===== config.mk =====
export PLATFORM = sky130hd
export DESIGN_NAME = fme_mul
export DESIGN_NICKNAME = d
export VERILOG_FILES = /design/src/fme_mul.sv
export SDC_FILE = /design/constraint.sdc
export NUM_CORES = 2
export LEC_CHECK = 0
export ABC_AREA = 1
export BUFFER_PORTS_ARGS = -buffer_cell sky130_fd_sc_hd__buf_2
export CORE_MARGIN = 3
export CORE_UTILIZATION = 23
export DETAILED_ROUTE_END_ITERATION = 12
export SETUP_SLACK_MARGIN = 0.1
export SYNTH_ARGS = -nofsm -noshare
export SYNTH_HDL_FRONTEND = slang
export SYNTH_SLANG_ARGS = --single-unit
export TNS_END_PERCENT = 20

===== constraint.sdc =====
create_clock -name clock -period 7 [get_ports clock]
set_input_delay 1.4 -clock clock [delete_from_list [all_inputs] [get_ports clock]]
set_output_delay 1.4 -clock clock [all_outputs]
set_load 0.01 [all_outputs]

===== src/fme_mul.sv =====
`default_nettype none
module fme_mul (
   input  wire logic        clock,
   input  wire logic [31:0] mul_a,
   input  wire logic [31:0] mul_b,
   output logic      [63:0] prod_ff
);
   always_ff @(posedge clock) begin
      prod_ff <= {32'd0, mul_a} * {32'd0, mul_b};
   end
endmodule
`default_nettype wire


==> results.yml <==
outcome:
  status: "finished, violations left"
  violations: "setup timing"
floorplan:
  ioPinCount: 129
  die_h_um: 409
  die_w_um: 409
  num_rows: 147
  fp.dieArea_mm2: 0.167
  fp.coreArea_mm2: 0.161
  initial_core_util_pct: 23.2
route:
  wl_per_cell_um: 15.1
  firstDrtPassIters: 6
  ant_nets: 0
  drt_wl_total_um: 115000
  num_vias: 30800
  vias_per_cell: 4.07
  drt_iter0_markers: 1938
  drc: 0
worst_hold_path:
  min_path_type: "input pin to register"
clocking:
  cts_buffers: 9
  h-tree-depth: 3
  clock_sinks: 64
  ctsRootBufferMaster: "clkbuf_16"
  clock_path_buffers: 2
  clkSlewWorstSetupHoldPaths_ps: 80
  cts_tree: "yes"
timing:
  finalCritPeriodShare_pct: 104
  finalHoldViolCount: 0
  hold_slack_ps: 1640
  tightest_slew_ps: 422
  slew-limit-headroom_pct: 71.9
  rsz0062_at_grt: "yes"
  min_period_ps: 7270
  timing.fmax_ghz: 0.138
  maxSlewViolCount: 0
  setup_tns_ps: -5820
  setup_viol: 44
  layout_setup_ws_ps: -270
critical_path:
  crit_fanout: 8
  crit_end: "prod_ff[52]"
  crit_path_start: "mul_a[16]"
  critical_path_class: "input pin to register"
  crit_arrival_ps: 7570
  critPathRequiredTime_ps: 7290
  endpoint_kind: "register"
  start_kind: "input pin"
layout:
  largest_reg_flops: 64
  largestRegisters: "prod_ff (64)"
  seqCellArea_mm2: 0.00128
  final_cell_mix: "1687 x inv_1, 1441 x nand2_1, 850 x fa_1"
  layout_commonest_cell: "inv_1"
  registers.top_by_ff_count: "prod_ff"
  fillerInstances: 17400
  multi_input_area_mm2: 0.0306
  drive_gt1_share_pct: 17.8
  fin_nets: 6618
  utilization_pct: 28.8
  syn2layout_area_growth_pct: 24.2
global_route:
  grt_pass1_vias: 32500
  antenna_found_initial: 12
  grt_overflow: 0
  grt_max_degree: 23
  grt_usage_pct: 13.8
  grt_pass1_wl_um: 184000
synth:
  netlist_area_mm2: 0.0374
  synthCells: 5023
  ys_warn_count: 0
  ys_seq_area_share_pct: 3.43
  synth_area_per_cell_um2: 7.45
  synth_nets: 6247
  synth_cell_types: 23
  synth-seq-cells: 64
place:
  port_buffers: 128
  place.gp.congestion: 0.907
  dp_hpwl_um: 101000
run:
  maxCapViolCount: 0
[metrics by stage]
| step | std cells | setup WS (ps) | instance area (um^2) |
|---|---|---|---|
| after floorplan | 5023 | 96.4 | 38200 |
| after global placement | 7511 | -1100 | 44000 |
| after detailed placement | 7511 | -1110 | 44000 |
| after CTS | 7552 | -256 | 45500 |
| after global routing | 7560 | -438 | 46400 |
| final | 7561 | -270 | 46400 |
[repair_timing]
action                     in CTS  in global routing
cloned                          2                  2
resized for setup             271                214
hold buffers                    0                  0
setup endpoints to repair      54                 54
buffers inserted               23                  5
pin swaps                     110                104
[area by class of cell]
| type | instances | share of cell area [%] |
|---|---|---|
| inverter | 1735 | 14.1 |
| clock inverter | 6 | 0.199 |
| antenna | 2 | 0.0108 |
| sequential | 64 | 2.76 |
| multi-input combinational | 3032 | 65.9 |
| tap | 2160 | 5.82 |
| timing repair buffer | 552 | 10.8 |
| clock buffer | 10 | 0.493 |
[synthesized netlist by cell type]
master | n | area [um^2]
inv_1 | 1723 | 6470
nand2_1 | 1566 | 5880
fa_1 | 896 | 17900
ha_1 | 263 | 3290
clkbuf_1 | 192 | 721
nor2_1 | 81 | 304
dfxtp_1 | 64 | 1280
nand3_1 | 56 | 280
a21oi_1 | 43 | 215
xor2_1 | 33 | 289
nand4_1 | 16 | 100
nand2_2 | 15 | 93.8
nor2_2 | 14 | 87.6
inv_2 | 12 | 45.0
nor3_1 | 11 | 55.1
o21bai_1 | 11 | 82.6
nand3_2 | 9 | 90.1
nor2_4 | 6 | 67.6
nor3_2 | 6 | 60.1
o21ai_0 | 2 | 10.0
xnor2_1 | 2 | 17.5
nor3_4 | 1 | 16.3
o21bai_2 | 1 | 11.3
[cells by family after synthesis]
group | Yosys count | synth area share (%)
fa+ha+maj | 1159 | 56.8
simple gates | 1781 | 18.8
buf+inv | 1927 | 19.3
compound gates | 57 | 0.853
xor+xnor | 35 | 0.820
flops | 64 | 3.43
[critical path: stages]
cell and delay, ps:
buf_12 130, buf_12 130, buf_12 130, nand2_1 60, inv_2 40, fa_1 540
inv_2 40, fa_1 520, inv_1 50, fa_2 530, fa_1 440, fa_1 560
fa_1 440, fa_1 500, inv_1 50, fa_1 530, inv_2 60, ha_4 310
nand2_4 70, buf_4 140, nor3_4 270, nand2_2 110, nor2_2 140, nand2_1 100
nand3_1 80, nand2_1 60, nand2_2 90
[worst min path at each step]
stage,from,end,slack [ps],cells after the start
3_5_place_dp,prod_ff[13],prod_ff[13],1800,1
3_3_place_gp,prod_ff[2],prod_ff[2],1800,1
5_1_grt,mul_b[0],prod_ff[0],1670,4
6_report,mul_b[0],prod_ff[0],1640,4
4_1_cts,mul_b[0],prod_ff[0],1620,4
2_1_floorplan,mul_b[0],prod_ff[0],1500,2
[per-layer routing]
layer / up-vias / part of all wire, % / GRT usage [%]
li1: 14400 / - / -
met3: 114 / 5.9 / 1.19
met2: 852 / 47 / 22.5
met1: 15400 / 46 / 20.1
met4: 2 / 1.5 / 2.10
met5: - / 0.011 / 0
Power is left out: the tool's default activity adds up to more than one toggle a clock period on the data nets, which glitch-free logic cannot reach.
