===== config.mk =====
export PLATFORM = sky130hd
export DESIGN_NAME = fme_cmem
export DESIGN_NICKNAME = d
export VERILOG_FILES = /design/src/fme_pkg.sv /design/src/fme_cmem.sv
export SDC_FILE = /design/constraint.sdc
export NUM_CORES = 2
export LEC_CHECK = 0
export BUFFER_PORTS_ARGS = -buffer_cell sky130_fd_sc_hd__buf_4
export CAP_MARGIN = 25
export CORE_MARGIN = 2
export CORE_UTILIZATION = 30
export DETAILED_ROUTE_END_ITERATION = 16
export PLACE_DENSITY_LB_ADDON = 0.1
export SKIP_CTS_REPAIR_TIMING = 1
export SYNTH_ARGS = -nofsm -noshare
export SYNTH_HDL_FRONTEND = slang
export SYNTH_SLANG_ARGS = --single-unit
export TNS_END_PERCENT = 10

===== constraint.sdc =====
create_clock -name clock -period 8.2 [get_ports clock]
set_input_delay 0.82 -clock clock [delete_from_list [all_inputs] [get_ports clock]]
set_output_delay 0.82 -clock clock [all_outputs]
set_load 0.02 [all_outputs]

===== src/fme_pkg.sv =====
`default_nettype none
package fme_pkg;

   localparam int MAX_CLUSTERS = 16;
   localparam int MAX_FEATURES = 16;
   localparam int FEATURE_BITS = 16;
   localparam int CLUS_W = $clog2(MAX_CLUSTERS);
   localparam int FEAT_W = $clog2(MAX_FEATURES);
   localparam int CADDR_W = CLUS_W + FEAT_W;
   localparam int DIST_W = 37;
   localparam int LOG_W = 22;
   localparam int MANT_W = 31;
   localparam int TOTAL_W = 35;
   localparam int NUM_W = 47;
   localparam int MEMB_W = 16;
   localparam int ROOT_W = 30;
   localparam int ROOT_N = 16;

   typedef enum logic {
      OP_LOAD     = 1'b0,
      OP_CLASSIFY = 1'b1
   } op_type;

   localparam logic [1:0] CSR_CLUSTERS = 2'd0;
   localparam logic [1:0] CSR_FEATURES = 2'd1;
   localparam logic [1:0] CSR_POWER    = 2'd2;

   typedef struct packed {
      op_type                          op;
      logic [3:0]                      cluster_index;
      logic [3:0]                      feature_index;
      logic signed [FEATURE_BITS-1:0]  feature_value;
   } req_type;

   typedef struct packed {
      logic [3:0]        result_cluster;
      logic [MEMB_W-1:0] membership;
      logic              exact_hit;
      logic [3:0]        best_cluster;
      logic              last;
   } rsp_type;

   typedef enum logic [3:0] {
      S_IDLE, S_DRD, S_DMUL, S_DACC,
      S_LLOAD, S_LNORM, S_LSQ, S_LADJ,
      S_EMUL, S_EADJ, S_WMUL, S_WADJ, S_WEND,
      S_DIVGO, S_DIVWAIT, S_EMIT
   } state_type;

   typedef logic [ROOT_W-1:0] root_tab_type [ROOT_N];

   function automatic logic [63:0] isqrt_f(input logic [63:0] v);
      logic [63:0] res;
      logic [63:0] one;
      logic [63:0] rem;
      res = '0;
      one = 64'd1 << 62;
      rem = v;
      for (int i = 0; i < 32; i++) begin
         if (rem >= res + one) begin
            rem = rem - (res + one);
            res = (res >> 1) + one;
         end else begin
            res = res >> 1;
         end
         one = one >> 2;
      end
      return res;
   endfunction

   // successive square roots of one half, Q0.30
   function automatic root_tab_type root_tab_f();
      root_tab_type t;
      logic [63:0]  c;
      c = isqrt_f(64'd1 << 59);
      for (int i = 0; i < ROOT_N; i++) begin
         t[i] = c[ROOT_W-1:0];
         c = isqrt_f(c << 30);
      end
      return t;
   endfunction

   localparam root_tab_type ROOT_TAB = root_tab_f();

endpackage
`default_nettype wire


===== src/fme_cmem.sv =====
`default_nettype none
module fme_cmem (
   input  wire logic                             clock,
   input  wire logic                             reset,
   input  wire logic                             we,
   input  wire logic [fme_pkg::CADDR_W-1:0]       waddr,
   input  wire logic [fme_pkg::FEATURE_BITS-1:0]  wdata,
   input  wire logic [fme_pkg::CADDR_W-1:0]       raddr,
   output logic      [fme_pkg::FEATURE_BITS-1:0]  rdata
);
   import fme_pkg::*;

   localparam int DEPTH = MAX_CLUSTERS * MAX_FEATURES;

   logic [FEATURE_BITS-1:0] mem [DEPTH];
   logic [DEPTH-1:0]        valid_ff;
   logic [FEATURE_BITS-1:0] rd_ff;
   logic                    rv_ff;

   always_ff @(posedge clock) begin
      if (reset) begin
         valid_ff <= '0;
      end else if (we) begin
         valid_ff[waddr] <= 1'b1;
      end
   end

   always_ff @(posedge clock) begin
      if (we) begin
         mem[waddr] <= wdata;
      end
      rd_ff <= mem[raddr];
      rv_ff <= valid_ff[raddr];
   end

   // never-written centres read as zero
   assign rdata = rv_ff ? rd_ff : '0;
endmodule
`default_nettype wire


==> impl_metrics.json <==
{
  "path_max_fanout": 75,
  "antenna_found_initial": 46,
  "synth_edf_count": 4096,
  "drcViolationCount": 0,
  "syn_nets": 8395,
  "final_cell_mix": "4096 x edfxtp_1, 850 x mux4_2, 581 x mux2i_1",
  "rsz0062_at_grt": "false",
  "yosysSeqAreaShare_pct": 76.5,
  "synth_fa_ha_area_share_pct": 0,
  "synth_cell_types": 64,
  "start_kind": "primary input",
  "tns_ns": 0,
  "initial_utilization_pct": 30.1,
  "drive_gt1_share_pct": 25.3,
  "rows": 274,
  "vdd_ir_drop_max_mv": 0.203,
  "grt_pass1_vias": 87367,
  "slew_violations": 0,
  "nets": 8882,
  "clock_path_buffers": 4,
  "p_total_mw": 48.2,
  "final_common_cell": "edfxtp_1",
  "ys_ff_latch": 4369,
  "die_w_um": 752,
  "grt.met2_usage_pct": 31.5,
  "antenna_violating_nets_post_route": 0,
  "syn-cell-area_um2": 168000,
  "areaGrowthSynthToFinish_pct": 16.4,
  "via_per_inst": 5.16,
  "max_freq_ghz": 0.223,
  "cp_num_buf_inv": 3,
  "use_met3_pct": 2.75,
  "critPathKind": "primary input to flop",
  "grt_max_degree": 173,
  "cts_tree": "built",
  "critical_path.slowest_cell": "or4_1",
  "dp_hpwl_mm": 341,
  "worst_pin_slew_ns": 1.18,
  "slowest_delay_ns": 0.76,
  "port_buffers": 50,
  "cp_top_family": "simple AND/OR/NAND/NOR gates",
  "die_h_um": 752,
  "crit_top_cell": "nor3_1",
  "fin_worst_skew_ns": 0.0741,
  "whs_ns": 0.184,
  "synth_top_family_by_area": "multiplexers",
  "avgSynthCellArea_um2": 20.1,
  "synth_compound_area_share_pct": 3.52,
  "die_area_um2": 566000,
  "htree_levels": 5,
  "place_congestion": 0.831,
  "drt-total-wl_mm": 560,
  "post-route-period-util_pct": 54.7,
  "grt_pass1_wl_mm": 762,
  "wire_per_inst_um": 33.4,
  "gr-usage-met1_pct": 27.3,
  "track_usage_pct": 19.3,
  "cts_inserted_buffers": 482,
  "synth_mux_area_share_pct": 15.1,
  "drt_first_pass_iters": 5,
  "crit_arrival_ns": 5.47,
  "crit_chain": "buf_16 > buf_12 > buf_4 > mux4_2 > o22ai_1 > nor3_1 > nor3_1 > or4_1 > nor3_1",
  "drt_iter0_markers": 8838,
  "status": "completed",
  "synth-simple-area-share_pct": 3.09,
  "grt_overflow": 0,
  "path_clk_slew_ns": 0.06,
  "required_ns": 9.18,
  "cts_root_buffer": "clkbuf_16",
  "finalHoldViolCount": 0,
  "hold_class": "primary input to flop",
  "power_density_nw_per_um2": 247,
  "grt_busiest_layer": "met2",
  "async_reset_ff_share_pct": 0,
  "max_slew_margin_pct": 21.1,
  "core_area_um2": 557000,
  "p_leak_nw": 61.4,
  "cts.sinks": 4369,
  "drv_cap": 0,
  "setup_viol": 0,
  "end_kind": "flop",
  "period_minus_slack_ns": 4.49,
  "synth-xor-area-share_pct": 0,
  "worstSkewPairLatency_ns": 1.05,
  "vias": 86325,
  "ys.flop_type": "edfxtp_1",
  "ios": 51,
  "yosys_warnings": 0,
  "netlist_instances": 8360
}
-- power by group --
part / switching, mW / internal, mW / leakage [nW]
combinational: 1.72 / 0.728 / 14.8
sequential: 0.0351 / 24.4 / 39.0
clock: 9.12 / 12.2 / 7.58
-- sequential cells by signal (all words and copies together) (netlist names) --
signal	cells
mem	4096
valid_ff	256
rd_ff	16
rv_ff	1
-- final timing paths --
| kind | from | endpoint | slack (ns) | depth (start not counted) |
|---|---|---|---|---|
| max | raddr[0] | rd_ff[8]$_DFF_P_ | 3.71 | 9 |
| max reg2reg | mem[193][14]$_DFFE_PP_ | rd_ff[14]$_DFF_P_ | 4.67 | 7 |
| min reg2reg | valid_ff[108]$_SDFFE_PP0P_ | valid_ff[108]$_SDFFE_PP0P_ | 0.47 | 2 |
| min | reset | valid_ff[56]$_SDFFE_PP0P_ | 0.18 | 2 |
-- per-stage QoR --
| stage | worst slack [ns] | std cells | cell area (µm²) | utilization [%] |
|---|---|---|---|---|
| after CTS | 3.79 | 16709 | 195000 | 35.1 |
| after global routing | 3.73 | 16714 | 195000 | 35.1 |
| after floorplan | 5.07 | 8360 | 168000 | - |
| after global placement | 2.32 | 15763 | 179000 | 32.2 |
| final | 3.71 | 16745 | 195000 | 35.1 |
| after detailed placement | 2.67 | 15811 | 180000 | 32.3 |
-- cell families (layout without fill, tap and decap cells) --
family                 count (synthesis)  count (layout)
buffers and inverters                510            1411
DFF                                 4369            4369
AOI/OAI and AO/OA                    834             834
and+or+nand+nor                     1198            1198
muxes                               1449            1449
other                                  0              32
-- cell type report --
type	count	area [µm²]
sequential	4369	128000
multi-input combinational	3481	37400
timing repair buffer	509	4730
antenna	32	80.1
clock buffer	616	13000
inverter	4	25.0
fill	51904	362000
tap	7452	9320
clock inverter	282	2480
-- Yosys cell counts (all sizes together), types with 62 or more instances --
cell	count	area [µm²]
o221ai	121	1060
mux4	858	19400
mux2i	581	5820
a21oi	141	706
a22oi	163	1220
clkbuf	260	976
nor3	200	1000
edfxtp	4096	123000
o22ai	213	1350
nor2	761	2860
buf	246	2130
dfxtp	273	5470
nand2	62	233
-- metal layers --
metal  share of wire, %  routed length [µm]
met1                 45              251000
met2                 48              266000
met3                5.2               28900
met4                2.5               14300
met5             0.0046                  26
No activity file was read; power rests on OpenSTA's default activity.
