<file path="config.mk">
export PLATFORM = sky130hd
export DESIGN_NAME = fme_div
export DESIGN_NICKNAME = d
export VERILOG_FILES = /design/src/fme_pkg.sv /design/src/fme_div.sv
export SDC_FILE = /design/constraint.sdc
export NUM_CORES = 1
export LEC_CHECK = 0
export ABC_AREA = 1
export BUFFER_PORTS_ARGS = -buffer_cell sky130_fd_sc_hd__buf_2
export CORE_ASPECT_RATIO = 1.4
export CORE_MARGIN = 1
export CORE_UTILIZATION = 35
export CTS_BUF_LIST = sky130_fd_sc_hd__clkbuf_8
export DETAILED_ROUTE_END_ITERATION = 6
export HOLD_SLACK_MARGIN = 0.15
export PLACE_DENSITY = 0.52
export SYNTH_ARGS = -nofsm -noshare
export SYNTH_HDL_FRONTEND = slang
export SYNTH_SLANG_ARGS = --single-unit
</file>
<file path="constraint.sdc">
create_clock -name clock -period 3 [get_ports clock]
set_input_delay 0.75 -clock clock [delete_from_list [all_inputs] [get_ports clock]]
set_output_delay 0.75 -clock clock [all_outputs]
set_load 0.01 [all_outputs]
</file>
<file path="src/fme_pkg.sv">
`default_nettype none
package fme_pkg;

   localparam int MAX_CLUSTERS = 16;
   localparam int MAX_FEATURES = 16;
   localparam int FEATURE_BITS = 16;
   localparam int CLUS_W = $clog2(MAX_CLUSTERS);
   localparam int FEAT_W = $clog2(MAX_FEATURES);
   localparam int CADDR_W = CLUS_W + FEAT_W;
   localparam int DIST_W = 37;
   localparam int LOG_W = 22;
   localparam int MANT_W = 31;
   localparam int TOTAL_W = 35;
   localparam int NUM_W = 47;
   localparam int MEMB_W = 16;
   localparam int ROOT_W = 30;
   localparam int ROOT_N = 16;

   typedef enum logic {
      OP_LOAD     = 1'b0,
      OP_CLASSIFY = 1'b1
   } op_type;

   localparam logic [1:0] CSR_CLUSTERS = 2'd0;
   localparam logic [1:0] CSR_FEATURES = 2'd1;
   localparam logic [1:0] CSR_POWER    = 2'd2;

   typedef struct packed {
      op_type                          op;
      logic [3:0]                      cluster_index;
      logic [3:0]                      feature_index;
      logic signed [FEATURE_BITS-1:0]  feature_value;
   } req_type;

   typedef struct packed {
      logic [3:0]        result_cluster;
      logic [MEMB_W-1:0] membership;
      logic              exact_hit;
      logic [3:0]        best_cluster;
      logic              last;
   } rsp_type;

   typedef enum logic [3:0] {
      S_IDLE, S_DRD, S_DMUL, S_DACC,
      S_LLOAD, S_LNORM, S_LSQ, S_LADJ,
      S_EMUL, S_EADJ, S_WMUL, S_WADJ, S_WEND,
      S_DIVGO, S_DIVWAIT, S_EMIT
   } state_type;

   typedef logic [ROOT_W-1:0] root_tab_type [ROOT_N];

   function automatic logic [63:0] isqrt_f(input logic [63:0] v);
      logic [63:0] res;
      logic [63:0] one;
      logic [63:0] rem;
      res = '0;
      one = 64'd1 << 62;
      rem = v;
      for (int i = 0; i < 32; i++) begin
         if (rem >= res + one) begin
            rem = rem - (res + one);
            res = (res >> 1) + one;
         end else begin
            res = res >> 1;
         end
         one = one >> 2;
      end
      return res;
   endfunction

   // successive square roots of one half, Q0.30
   function automatic root_tab_type root_tab_f();
      root_tab_type t;
      logic [63:0]  c;
      c = isqrt_f(64'd1 << 59);
      for (int i = 0; i < ROOT_N; i++) begin
         t[i] = c[ROOT_W-1:0];
         c = isqrt_f(c << 30);
      end
      return t;
   endfunction

   localparam root_tab_type ROOT_TAB = root_tab_f();

endpackage
`default_nettype wire

</file>
<file path="src/fme_div.sv">
`default_nettype none
module fme_div (
   input  wire logic                       clock,
   input  wire logic                       reset,
   input  wire logic                       start,
   input  wire logic [fme_pkg::NUM_W-1:0]   num,
   input  wire logic [fme_pkg::TOTAL_W-1:0] den,
   output logic                            done_ff,
   output logic      [fme_pkg::MEMB_W-1:0]  quot_ff
);
   import fme_pkg::*;

   logic                  busy_ff;
   logic [3:0]            cnt_ff;
   logic [TOTAL_W-1:0]    rem_ff;
   logic [MEMB_W-1:0]     low_ff;
   logic [TOTAL_W:0]      trial;
   logic [TOTAL_W:0]      diff;
   logic                  ge;

   // quotient fits 16 bits, so the top of the numerator starts below den
   always_comb begin
      trial = {rem_ff, low_ff[MEMB_W-1]};
      diff  = trial - {1'b0, den};
      ge    = trial >= {1'b0, den};
   end

   always_ff @(posedge clock) begin
      if (reset) begin
         busy_ff <= 1'b0;
         done_ff <= 1'b0;
      end else begin
         done_ff <= 1'b0;
         if (start) begin
            busy_ff <= 1'b1;
         end else if (busy_ff && cnt_ff == 4'd15) begin
            busy_ff <= 1'b0;
            done_ff <= 1'b1;
         end
      end
   end

   always_ff @(posedge clock) begin
      if (start) begin
         rem_ff <= {{(TOTAL_W-(NUM_W-MEMB_W)){1'b0}}, num[NUM_W-1:MEMB_W]};
         low_ff <= num[MEMB_W-1:0];
         cnt_ff <= 4'd0;
      end else if (busy_ff) begin
         rem_ff  <= ge ? diff[TOTAL_W-1:0] : trial[TOTAL_W-1:0];
         low_ff  <= {low_ff[MEMB_W-2:0], 1'b0};
         quot_ff <= {quot_ff[MEMB_W-2:0], ge};
         cnt_ff  <= cnt_ff + 4'd1;
      end
   end
endmodule
`default_nettype wire

</file>
==> results.py, run 1 <==
metrics = {
    "timing": {
        "fin_crit_ps": 2590,
        "tightestPinTransition_ps": 472.5,
        "worst_slack_ps": 409.6,
        "setup-tns-final_ps": 0,
        "min_period_over_period_pct": 86.35,
        "grt_setup_unrepaired": "false",
        "slew-limit-headroom_pct": 68.39,
        "skew_ps": 16.13,
        "slew_violations": 0,
        "hold_viol": 0,
        "fmax_mhz": 386.0,
        "setup_violations": 0,
    },
    "setup_path": {
        "cpPeakStageDelay_ps": 430,
        "cpMostUsedCell": "nand2_1",
        "worstPathCellList": "buf_2, ha_1, fa_1, inv_1, nand3_1, nand3_1, nand2_1, nand2_1, nand2_1, nand2_1, nand2_1, nand2_1, nand2_1, nand2_1, nand2_1, nand3_1, nand2_1",
        "cp.buffers_inverters": 2,
        "critical-path-top-delay-family": "simple AND/OR/NAND/NOR gates",
        "endpoint_kind": "flop",
        "crit_arrival_ps": 2730,
        "cpMaxStageDelayCell": "fa_1",
        "cp.required_ps": 3140,
        "path_max_fanout": 3,
        "crit_type": "input pin to flop",
        "critPathLaunchType": "input pin",
    },
    "grt": {
        "grt_overflow": 0,
        "grt_first_pass_wirelength_um": 29430,
        "grt_max_degree": 37,
        "antenna_found_initial": 0,
        "grt_pass1_vias": 6206,
        "grt_use_total_pct": 20.96,
    },
    "floorplanning": {
        "ios": 102,
        "dieHeight_um": 159.4,
        "initial_core_util_pct": 35.74,
        "dieArea_um2": 18240,
        "die_w_um": 114.4,
        "design.core.area_um2": 17330,
        "rows": 57,
    },
    "layout": {
        "diodes": 0,
        "area_delta_synth_final_pct": 20.28,
        "drive_gt1_share_pct": 17.16,
        "nNetsFinal": 1195,
    },
    "clocking": {
        "cts_sinks": 73,
        "clk_pin_slew_ps": 90,
        "clock_path_buffers": 2,
        "post_cts_resized": 0,
        "cts_hold_buf": 0,
        "cts_root_buf": "clkbuf_8",
        "numCtsBuffers": 9,
        "cts_tree": "built",
        "postCtsSetupBuffers": 0,
        "cts_max_level": 3,
        "insertion_delay_ps": 390,
    },
    "detailed_routing": {
        "drt-met1-wl_um": 7709,
        "maxUsedRoutingLayer": "met4",
        "first_pass_iters": 4,
        "met2_length_um": 9268,
        "ant_nets": 0,
        "drc": 0,
        "drt_iter0_drc": 231,
        "routed_wl_um": 18010,
        "vias_per_cell": 4.528,
        "dr_wl_met3_um": 558,
        "vias": 5950,
        "wl_per_cell_um": 13.71,
    },
    "power": {
        "switching_share_pct": 39.06,
        "share_seq_of_total_power_pct": 33.0,
        "combPwrFrac_pct": 43.9,
        "leakage_uw": 0.004073,
        "p_clk_share_pct": 23.1,
        "net-switching-power_uw": 1544,
        "ir_drop_mv": 0.2315,
        "powerDensity_nw_per_um2": 530.7,
        "p_int_uw": 2410,
    },
    "place": {
        "portBuffers": 101,
        "gp_congestion": 0.8678,
        "hpwl_um": 14370,
        "post-place-ws_ps": 22.99,
    },
    "synthesis": {
        "yosys-top-cells-count": "nand2_1 (401), inv_1 (161), edfxtp_1 (63), nand3_1 (62), nor2_1 (53)",
        "synth_top_area_share_pct": 30.54,
        "syn_nets": 1058,
        "ys_ff_latch": 73,
        "synth_area_um2": 6195,
        "ys_async_sr_fraction_pct": 0,
        "syn_inst": 936,
        "synthFlopType": "edfxtp_1",
        "synthTopCellsByArea": "edfxtp_1 (31%), nand2_1 (24%), inv_1 (9.8%)",
        "synth_edf_count": 63,
        "ys_seq_area_share_pct": 33.77,
        "yosys.area.top_type": "edfxtp_1",
        "syn_avg_cell_area_um2": 6.618,
        "yosys_warnings": 0,
        "synth_cell_types": 33,
        "yosysMostFrequentCell": "nand2_1",
    },
    "outcome": {
        "status": "finished clean",
    },
    "job": {
        "max-cap-violations": 0,
    },
    "min_path": {
        "hold_class": "flop to flop",
    },
}
-- logic make-up (layout without fill, tap and decap cells) --
family	Yosys count	in the layout	synth area share, %
xor gates and xnor gates	18	18	2.545
adders and majority gates	37	37	7.594
buffers and inverters	185	327	11.88
DFF	73	73	33.77
AOI/OAI and AO/OA	37	37	3.494
and+or+nand+nor	586	586	40.72
-- routing by layer --
metal | vias to the layer above | GRT usage, %
met5 | - | 0
met4 | 0 | 8.383
met3 | 26 | 2.779
met2 | 112 | 38.98
met1 | 2630 | 23.62
li1 | 3182 | -
-- state kept, by name (all words and copies together), names as in the netlist --
signal and cells:
busy_ff 1, rem_ff 35, done_ff 1, cnt_ff 4, quot_ff 16, low_ff 16
-- stage by stage --
stage	instance area, µm²	cells	util (%)	hold slack [ps]	total power [µW]
floorplan	6195	936	-	442.7	2514
global placement	7232	1298	41.73	425.5	3070
detailed placement	7232	1298	41.73	429.9	3075
CTS	7451	1314	42.99	451.0	4004
global route	7451	1314	42.99	462.4	4267
finish	7451	1314	42.99	444.7	3954
-- layout make-up --
type,count,area (µm²)
clock buffer,9,123.9
clock inverter,7,95.09
fill,1925,9879
inverter,165,619.3
multi-input combinational,678,3369
sequential,73,2092
tap,236,295.3
timing repair buffer,146,855.8
-- power groups by stage --
stage	logic (µW)	clock network [µW]	registers [µW]
2_1_floorplan	1210	0	1310
3_3_place_gp	1740	0	1330
3_5_place_dp	1750	0	1330
4_1_cts	1760	940	1300
5_1_grt	1980	971	1320
6_report	1740	913	1300
-- final timing paths --
check	depth (start not counted)	endpoint	from	slack [ps]
setup / recovery	17	rem_ff[24]$_DFFE_PP_	den[0]	410
hold / removal	0	quot_ff[11]$_DFFE_PP_	quot_ff[10]$_DFFE_PP_	440
setup reg to reg	17	rem_ff[24]$_DFFE_PP_	low_ff[15]$_DFFE_PP_	500
hold reg to reg	0	quot_ff[11]$_DFFE_PP_	quot_ff[10]$_DFFE_PP_	440
-- cells in the final DEF, fill, tap and decap left out, types with 2 or more instances in the layout --
cell type     n
nor2_1       52
edfxtp_1     63
dfxtp_1      10
inv_1       161
buf_2       101
inv_2         5
buf_4        44
bufinv_16     2
nor3_1        8
a21oi_2       2
nand2_2       6
nand3b_1     40
xnor2_1      17
a21oi_1      20
ha_1         36
clkinvlp_4    3
and3_1        2
nand4_1       4
nand3_1      62
nor3_2        2
o21bai_1      3
o21ai_0       8
nor2_2        5
clkbuf_8      9
a31oi_1       2
nand2_1     401
(Power assumes the default switching activity.)
==> run 2, diff against run 1 <==
==> constraint.sdc (replaced) <==
create_clock -name clock -period 3.2 [get_ports clock]
set_input_delay 0.8 -clock clock [delete_from_list [all_inputs] [get_ports clock]]
set_output_delay 0.8 -clock clock [all_outputs]
set_load 0.01 [all_outputs]
==> run 2 against run 1 <==
Effect of this change:
- the flow now finishes with violations (DRC)
- die area did not move
- final cell count fell by 2.8%
- sequential cell count did not move
- count of clock-buffer cells in the layout did not move
- non-clock buffer count fell by 37
- register-to-register slack improved by 130 ps
- clock skew fell by 6.3 ps
- first-iteration DRC count rose by 16%
- sequential share of layout area rose by 1.1 points
==> results.py, run 2 (synthesized netlist as in run 1, its figures left out) <==
metrics = {
    "outcome": {
        "violations": "DRC",
        "status": "finished with violations",
    },
    "grt": {
        "grt_pass1_vias": 5919,
        "antenna_found_initial": 0,
        "grt_overflow": 0,
        "grt_first_pass_wirelength_um": 28580,
        "grt_max_degree": 49,
        "grt_use_total_pct": 20.26,
    },
    "clocking": {
        "cts_root_buf": "clkbuf_8",
        "insertion_delay_ps": 390,
        "postCtsSetupBuffers": 0,
        "clk_pin_slew_ps": 90,
        "numCtsBuffers": 9,
        "cts_tree": "built",
        "cts_hold_buf": 0,
        "post_cts_resized": 0,
        "clock_path_buffers": 2,
        "cts_max_level": 3,
        "cts_sinks": 73,
    },
    "layout": {
        "top_regs": "rem_ff: 35 flops, low_ff: 16 flops, quot_ff: 16 flops",
        "final_cell_mix": "nand2_1 (401), inv_1 (161), buf_2 (101)",
        "fill_cells": 1956,
        "diodes": 0,
        "area_delta_synth_final_pct": 15.77,
        "nNetsFinal": 1158,
        "drive_gt1_share_pct": 14.22,
        "largest_register_ffs": 35,
        "utilization_pct": 41.38,
        "top_register": "rem_ff",
        "final_common_cell": "nand2_1",
    },
    "timing": {
        "fin_crit_ps": 2700,
        "tightestPinTransition_ps": 1011,
        "hold_viol": 0,
        "slew_violations": 0,
        "skew_ps": 9.789,
        "worst_slack_ps": 499.6,
        "slew-limit-headroom_pct": 32.52,
        "setup_violations": 0,
        "grt_setup_unrepaired": "false",
        "setup-tns-final_ps": 0,
        "fmax_mhz": 370.3,
        "min_period_over_period_pct": 84.39,
    },
    "floorplanning": {
        "design.core.area_um2": 17330,
        "die_w_um": 114.4,
        "initial_core_util_pct": 35.74,
        "ios": 102,
        "dieHeight_um": 159.4,
        "rows": 57,
        "dieArea_um2": 18240,
    },
    "min_path": {
        "hold_class": "flop to flop",
    },
    "setup_path": {
        "cp.required_ps": 3350,
        "crit_type": "input pin to flop",
        "cp.buffers_inverters": 2,
        "worstPathCellList": "buf_2, ha_1, fa_1, inv_1, nand3_1, nand3_1, nand2_1, nand3_2, nand2_1, nand2_2, nand2_4, nand2_8, o21ai_0, nand3_1, nand2_1",
        "crit_arrival_ps": 2850,
        "critPathLaunchType": "input pin",
        "cpPeakStageDelay_ps": 400,
        "cpMaxStageDelayCell": "fa_1",
        "path_max_fanout": 36,
        "r2r_setup_slack_ps": 630,
        "endpoint_kind": "flop",
        "critical-path-top-delay-family": "simple AND/OR/NAND/NOR gates",
    },
    "job": {
        "max-cap-violations": 0,
    },
    "detailed_routing": {
        "wl_per_cell_um": 13.68,
        "first_pass_iters": 7,
        "drt_iter0_drc": 269,
        "routed_wl_um": 17470,
        "ant_nets": 0,
        "vias": 5787,
        "drc": 3,
        "vias_per_cell": 4.532,
    },
    "power": {
        "net-switching-power_uw": 1424,
        "ir_drop_mv": 0.2000,
        "p_int_uw": 2162,
        "share_seq_of_total_power_pct": 34.1,
        "p_clk_share_pct": 23.9,
        "leakage_uw": 0.003906,
        "combPwrFrac_pct": 42.1,
        "powerDensity_nw_per_um2": 500.0,
        "switching_share_pct": 39.71,
    },
    "place": {
        "hpwl_um": 13700,
        "gp_congestion": 0.8819,
        "portBuffers": 101,
        "post-place-ws_ps": 77.44,
    },
}
-- run 2: power by group through the flow --
stage,logic (µW),registers (µW),clock network (µW)
after floorplan,1130,1230,0
after global placement,1530,1240,0
after detailed placement,1510,1240,0
after CTS,1530,1220,882
after global routing,1710,1230,906
final,1510,1220,856
-- run 2: final cells by class --
cell class                 count  area, µm²  area share, %
sequential                    73       2092          29.17
clock inverter                 7      93.84          1.308
tap                          236      295.3          4.117
multi-input combinational    678       3369          46.98
timing repair buffer         109      578.1          8.060
inverter                     165      619.3          8.636
clock buffer                   9      123.9          1.727
-- run 2: per-layer routing --
metal / up-vias / share of wire [%] / wire length [µm] / GRT usage [%]
met5: - / 0 / 0 / 0
met4: 0 / 3.1 / 535 / 9.091
met1: 2542 / 43 / 7500 / 22.93
met2: 105 / 51 / 8849 / 37.02
met3: 28 / 3.4 / 586 / 2.817
li1: 3112 / - / - / -
-- run 2: path summary, 6_finish.rpt --
check,startpoint,endpoint,cells past startpoint
setup reg to reg,low_ff[15]$_DFFE_PP_,rem_ff[20]$_DFFE_PP_,15
hold reg to reg,quot_ff[14]$_DFFE_PP_,quot_ff[15]$_DFFE_PP_,0
setup / recovery,den[0],rem_ff[20]$_DFFE_PP_,15
hold / removal,quot_ff[14]$_DFFE_PP_,quot_ff[15]$_DFFE_PP_,0
-- run 2: metrics by stage --
| stage | cells | area, µm² | hold slack (ps) | total power (µW) |
|---|---|---|---|---|
| final | 1277 | 7172 | 445.4 | 3586 |
| after global placement | 1261 | 6954 | 425.5 | 2771 |
| after global routing | 1277 | 7172 | 453.9 | 3854 |
| after floorplan | 936 | 6195 | 442.7 | 2357 |
| after detailed placement | 1261 | 6954 | 430.8 | 2757 |
| after CTS | 1277 | 7172 | 449.0 | 3630 |
-- run 2: worst reg2reg max path: stages (launching register included) --
cell and delay (ps):
edfxtp_1 330, inv_1 60, ha_1 200, fa_1 400
inv_1 100, nand3_1 70, nand3_1 140, nand2_1 90
nand3_2 90, nand2_1 90, nand2_2 100, nand2_4 120
nand2_8 240, o21ai_0 150, nand3_1 80, nand2_1 50
==> run 3, diff against run 2 <==
==> constraint.sdc (replaced) <==
create_clock -name clock -period 2.6 [get_ports clock]
set_input_delay 0.65 -clock clock [delete_from_list [all_inputs] [get_ports clock]]
set_output_delay 0.65 -clock clock [all_outputs]
set_load 0.01 [all_outputs]
==> run 3 against run 2 <==
Effect of this change:
- the flow now finishes without violations
- clock skew rose by 1.3 ps
- final cell count rose by 6.9%
- global-route usage rose by 1.1 points
- first-iteration DRC count fell by 14%
- clock power rose by 20%
- critical endpoint is now rem_ff[9]$_DFFE_PP_
- largest cell class unchanged
- highest routed layer unchanged
==> results.py, run 3 (synthesized netlist as in run 1, its figures left out) <==
metrics = {
    "clocking": {
        "cts_hold_buf": 0,
        "cts_sinks": 73,
        "clk_pin_slew_ps": 90,
        "cts_max_level": 3,
        "cts_root_buf": "clkbuf_8",
        "clock_path_buffers": 2,
        "cts_tree": "built",
        "numCtsBuffers": 9,
        "insertion_delay_ps": 390,
    },
    "timing": {
        "grt_setup_unrepaired": "true",
        "hold_viol": 0,
        "tightestPinTransition_ps": 511.3,
        "skew_ps": 11.10,
        "fin_crit_ps": 2429,
        "setup_violations": 0,
        "slew-limit-headroom_pct": 65.91,
        "min_period_over_period_pct": 93.43,
        "fmax_mhz": 411.6,
        "slew_violations": 0,
    },
    "place": {
        "gp_congestion": 0.8677,
        "dpl_cell_area_um2": 7632,
        "portBuffers": 101,
        "hpwl_um": 14410,
    },
    "detailed_routing": {
        "routed_wl_um": 18560,
        "vias": 6135,
        "ant_nets": 0,
        "drt_iter0_drc": 232,
        "first_pass_iters": 4,
        "wl_per_cell_um": 13.60,
        "vias_per_cell": 4.495,
        "drc": 0,
    },
    "layout": {
        "area_delta_synth_final_pct": 27.05,
        "diodes": 0,
        "top_register": "rem_ff",
        "final_common_cell": "nand2_1",
        "final_area_um2": 7870,
        "final_cell_mix": "nand2_1 (401), inv_1 (160), buf_2 (101)",
        "largest_register_ffs": 35,
        "regArea_um2": 2092,
        "fill_cells": 1947,
        "utilization_pct": 45.41,
        "nNetsFinal": 1246,
        "top_regs": "rem_ff: 35 flops, low_ff: 16 flops, quot_ff: 16 flops",
        "drive_gt1_share_pct": 20.99,
        "multi_input_area_um2": 3390,
    },
    "grt": {
        "grt_pass1_vias": 6262,
        "grt_max_degree": 49,
        "grt_use_total_pct": 21.37,
        "grt_overflow": 0,
        "grt_first_pass_wirelength_um": 30110,
        "antenna_found_initial": 0,
    },
    "floorplanning": {
        "rows": 57,
        "ios": 102,
        "initial_core_util_pct": 35.74,
        "design.core.area_um2": 17330,
        "dieArea_um2": 18240,
        "dieHeight_um": 159.4,
        "die_w_um": 114.4,
    },
    "min_path": {
        "hold_class": "input pin to flop",
        "hp-start": "reset",
        "worstHoldPathCells": 2,
        "min_to": "done_ff$_SDFF_PP0_",
    },
    "setup_path": {
        "crit_type": "flop to flop",
        "cpPeakStageDelay_ps": 470,
        "endpoint_kind": "flop",
        "path_max_fanout": 35,
        "critPathLaunchType": "flop",
        "cpMaxStageDelayCell": "edfxtp_1",
        "r2r_setup_slack_ps": 170,
        "r2r-end": "rem_ff[9]$_DFFE_PP_",
        "worstPathCellList": "ha_1, nand2_1, nor2_1, nand2_1, nor2_1, nand2_1, nand2_2, a21oi_4, buf_12, nand3b_1, nand3_1, nand2_1",
        "rr_startpoint": "rem_ff[9]$_DFFE_PP_",
        "cpMostUsedCell": "nand2_1",
        "cp.required_ps": 2740,
        "crit_arrival_ps": 2570,
        "reg2reg_depth": 12,
    },
    "power": {
        "powerDensity_nw_per_um2": 610.9,
        "leakage_uw": 0.004335,
        "ir_drop_mv": 0.2555,
    },
    "outcome": {
        "status": "finished clean",
    },
    "job": {
        "max-cap-violations": 0,
    },
}
run 3: changes by cell type in the layout (fill, tap and decap cells not counted), sizes merged:
cell / change
nand2: +1
buf: +87
clkinv: -1
inv: -1
clkinvlp: +1
bufinv: -1
clkbuf: +2
run 3: final cells by class:
| class | count | area share, % |
|---|---|---|
| clock buffer | 11 | 1.924 |
| clock inverter | 5 | 0.7949 |
| inverter | 165 | 7.870 |
| multi-input combinational | 679 | 43.07 |
| sequential | 73 | 26.58 |
| tap | 236 | 3.752 |
| timing repair buffer | 196 | 16.01 |
run 3: metal layers:
metal / GRT usage (%) / vias up / wire [µm]
li1: - / 3283 / -
met1: 24.77 / 2718 / 7986
met2: 39.23 / 107 / 9480
met3: 3.083 / 27 / 629
met4: 7.615 / 0 / 462
met5: 0 / - / 0
run 3: per-stage QoR:
step | hold slack (ps) | setup WS, ps | TNS [ps] | total power [µW] | instances
floorplan | 442.7 | 74.08 | 0 | 2900 | 936
global placement | 424.8 | -232.2 | -5860 | 3792 | 1348
detailed placement | 431.9 | -237.0 | -6384 | 3795 | 1348
CTS | 410.7 | 152.6 | 0 | 4854 | 1364
global route | 437.6 | -8.019 | -10.44 | 5193 | 1365
finish | 430.6 | 170.7 | 0 | 4808 | 1365
run 3: power breakdown:
part,internal (µW),total (µW),switching [µW]
Combinational,1000,2270,1270
Sequential,1440,1510,67.9
Clock,501,1030,529
Total,2940,4810,1860
run 3: worst max-delay path by stage:
stage / slack (ps) / cells after the start / end / startpoint
after CTS: 150 / 15 / rem_ff[20]$_DFFE_PP_ / low_ff[15]$_DFFE_PP_
after floorplan: 70 / 15 / rem_ff[17]$_DFFE_PP_ / den[0]
after detailed placement: -240 / 15 / rem_ff[20]$_DFFE_PP_ / den[0]
after global placement: -230 / 15 / rem_ff[20]$_DFFE_PP_ / den[0]
final: 170 / 12 / rem_ff[9]$_DFFE_PP_ / rem_ff[9]$_DFFE_PP_
after global routing: -8 / 12 / rem_ff[21]$_DFFE_PP_ / rem_ff[9]$_DFFE_PP_
run 3: worst max-delay path, delay by kind of cell (launching register included):
kind	cells	cell delay, ps
simple gates	9	760
flops	1	470
compound gates	1	340
fa+ha+maj	1	330
buf+inv	1	270
run 3: repair_timing:
action,in CTS,in global routing
endpoints found under the setup margin,0,2
buffers inserted,0,0
gates resized for setup,0,2
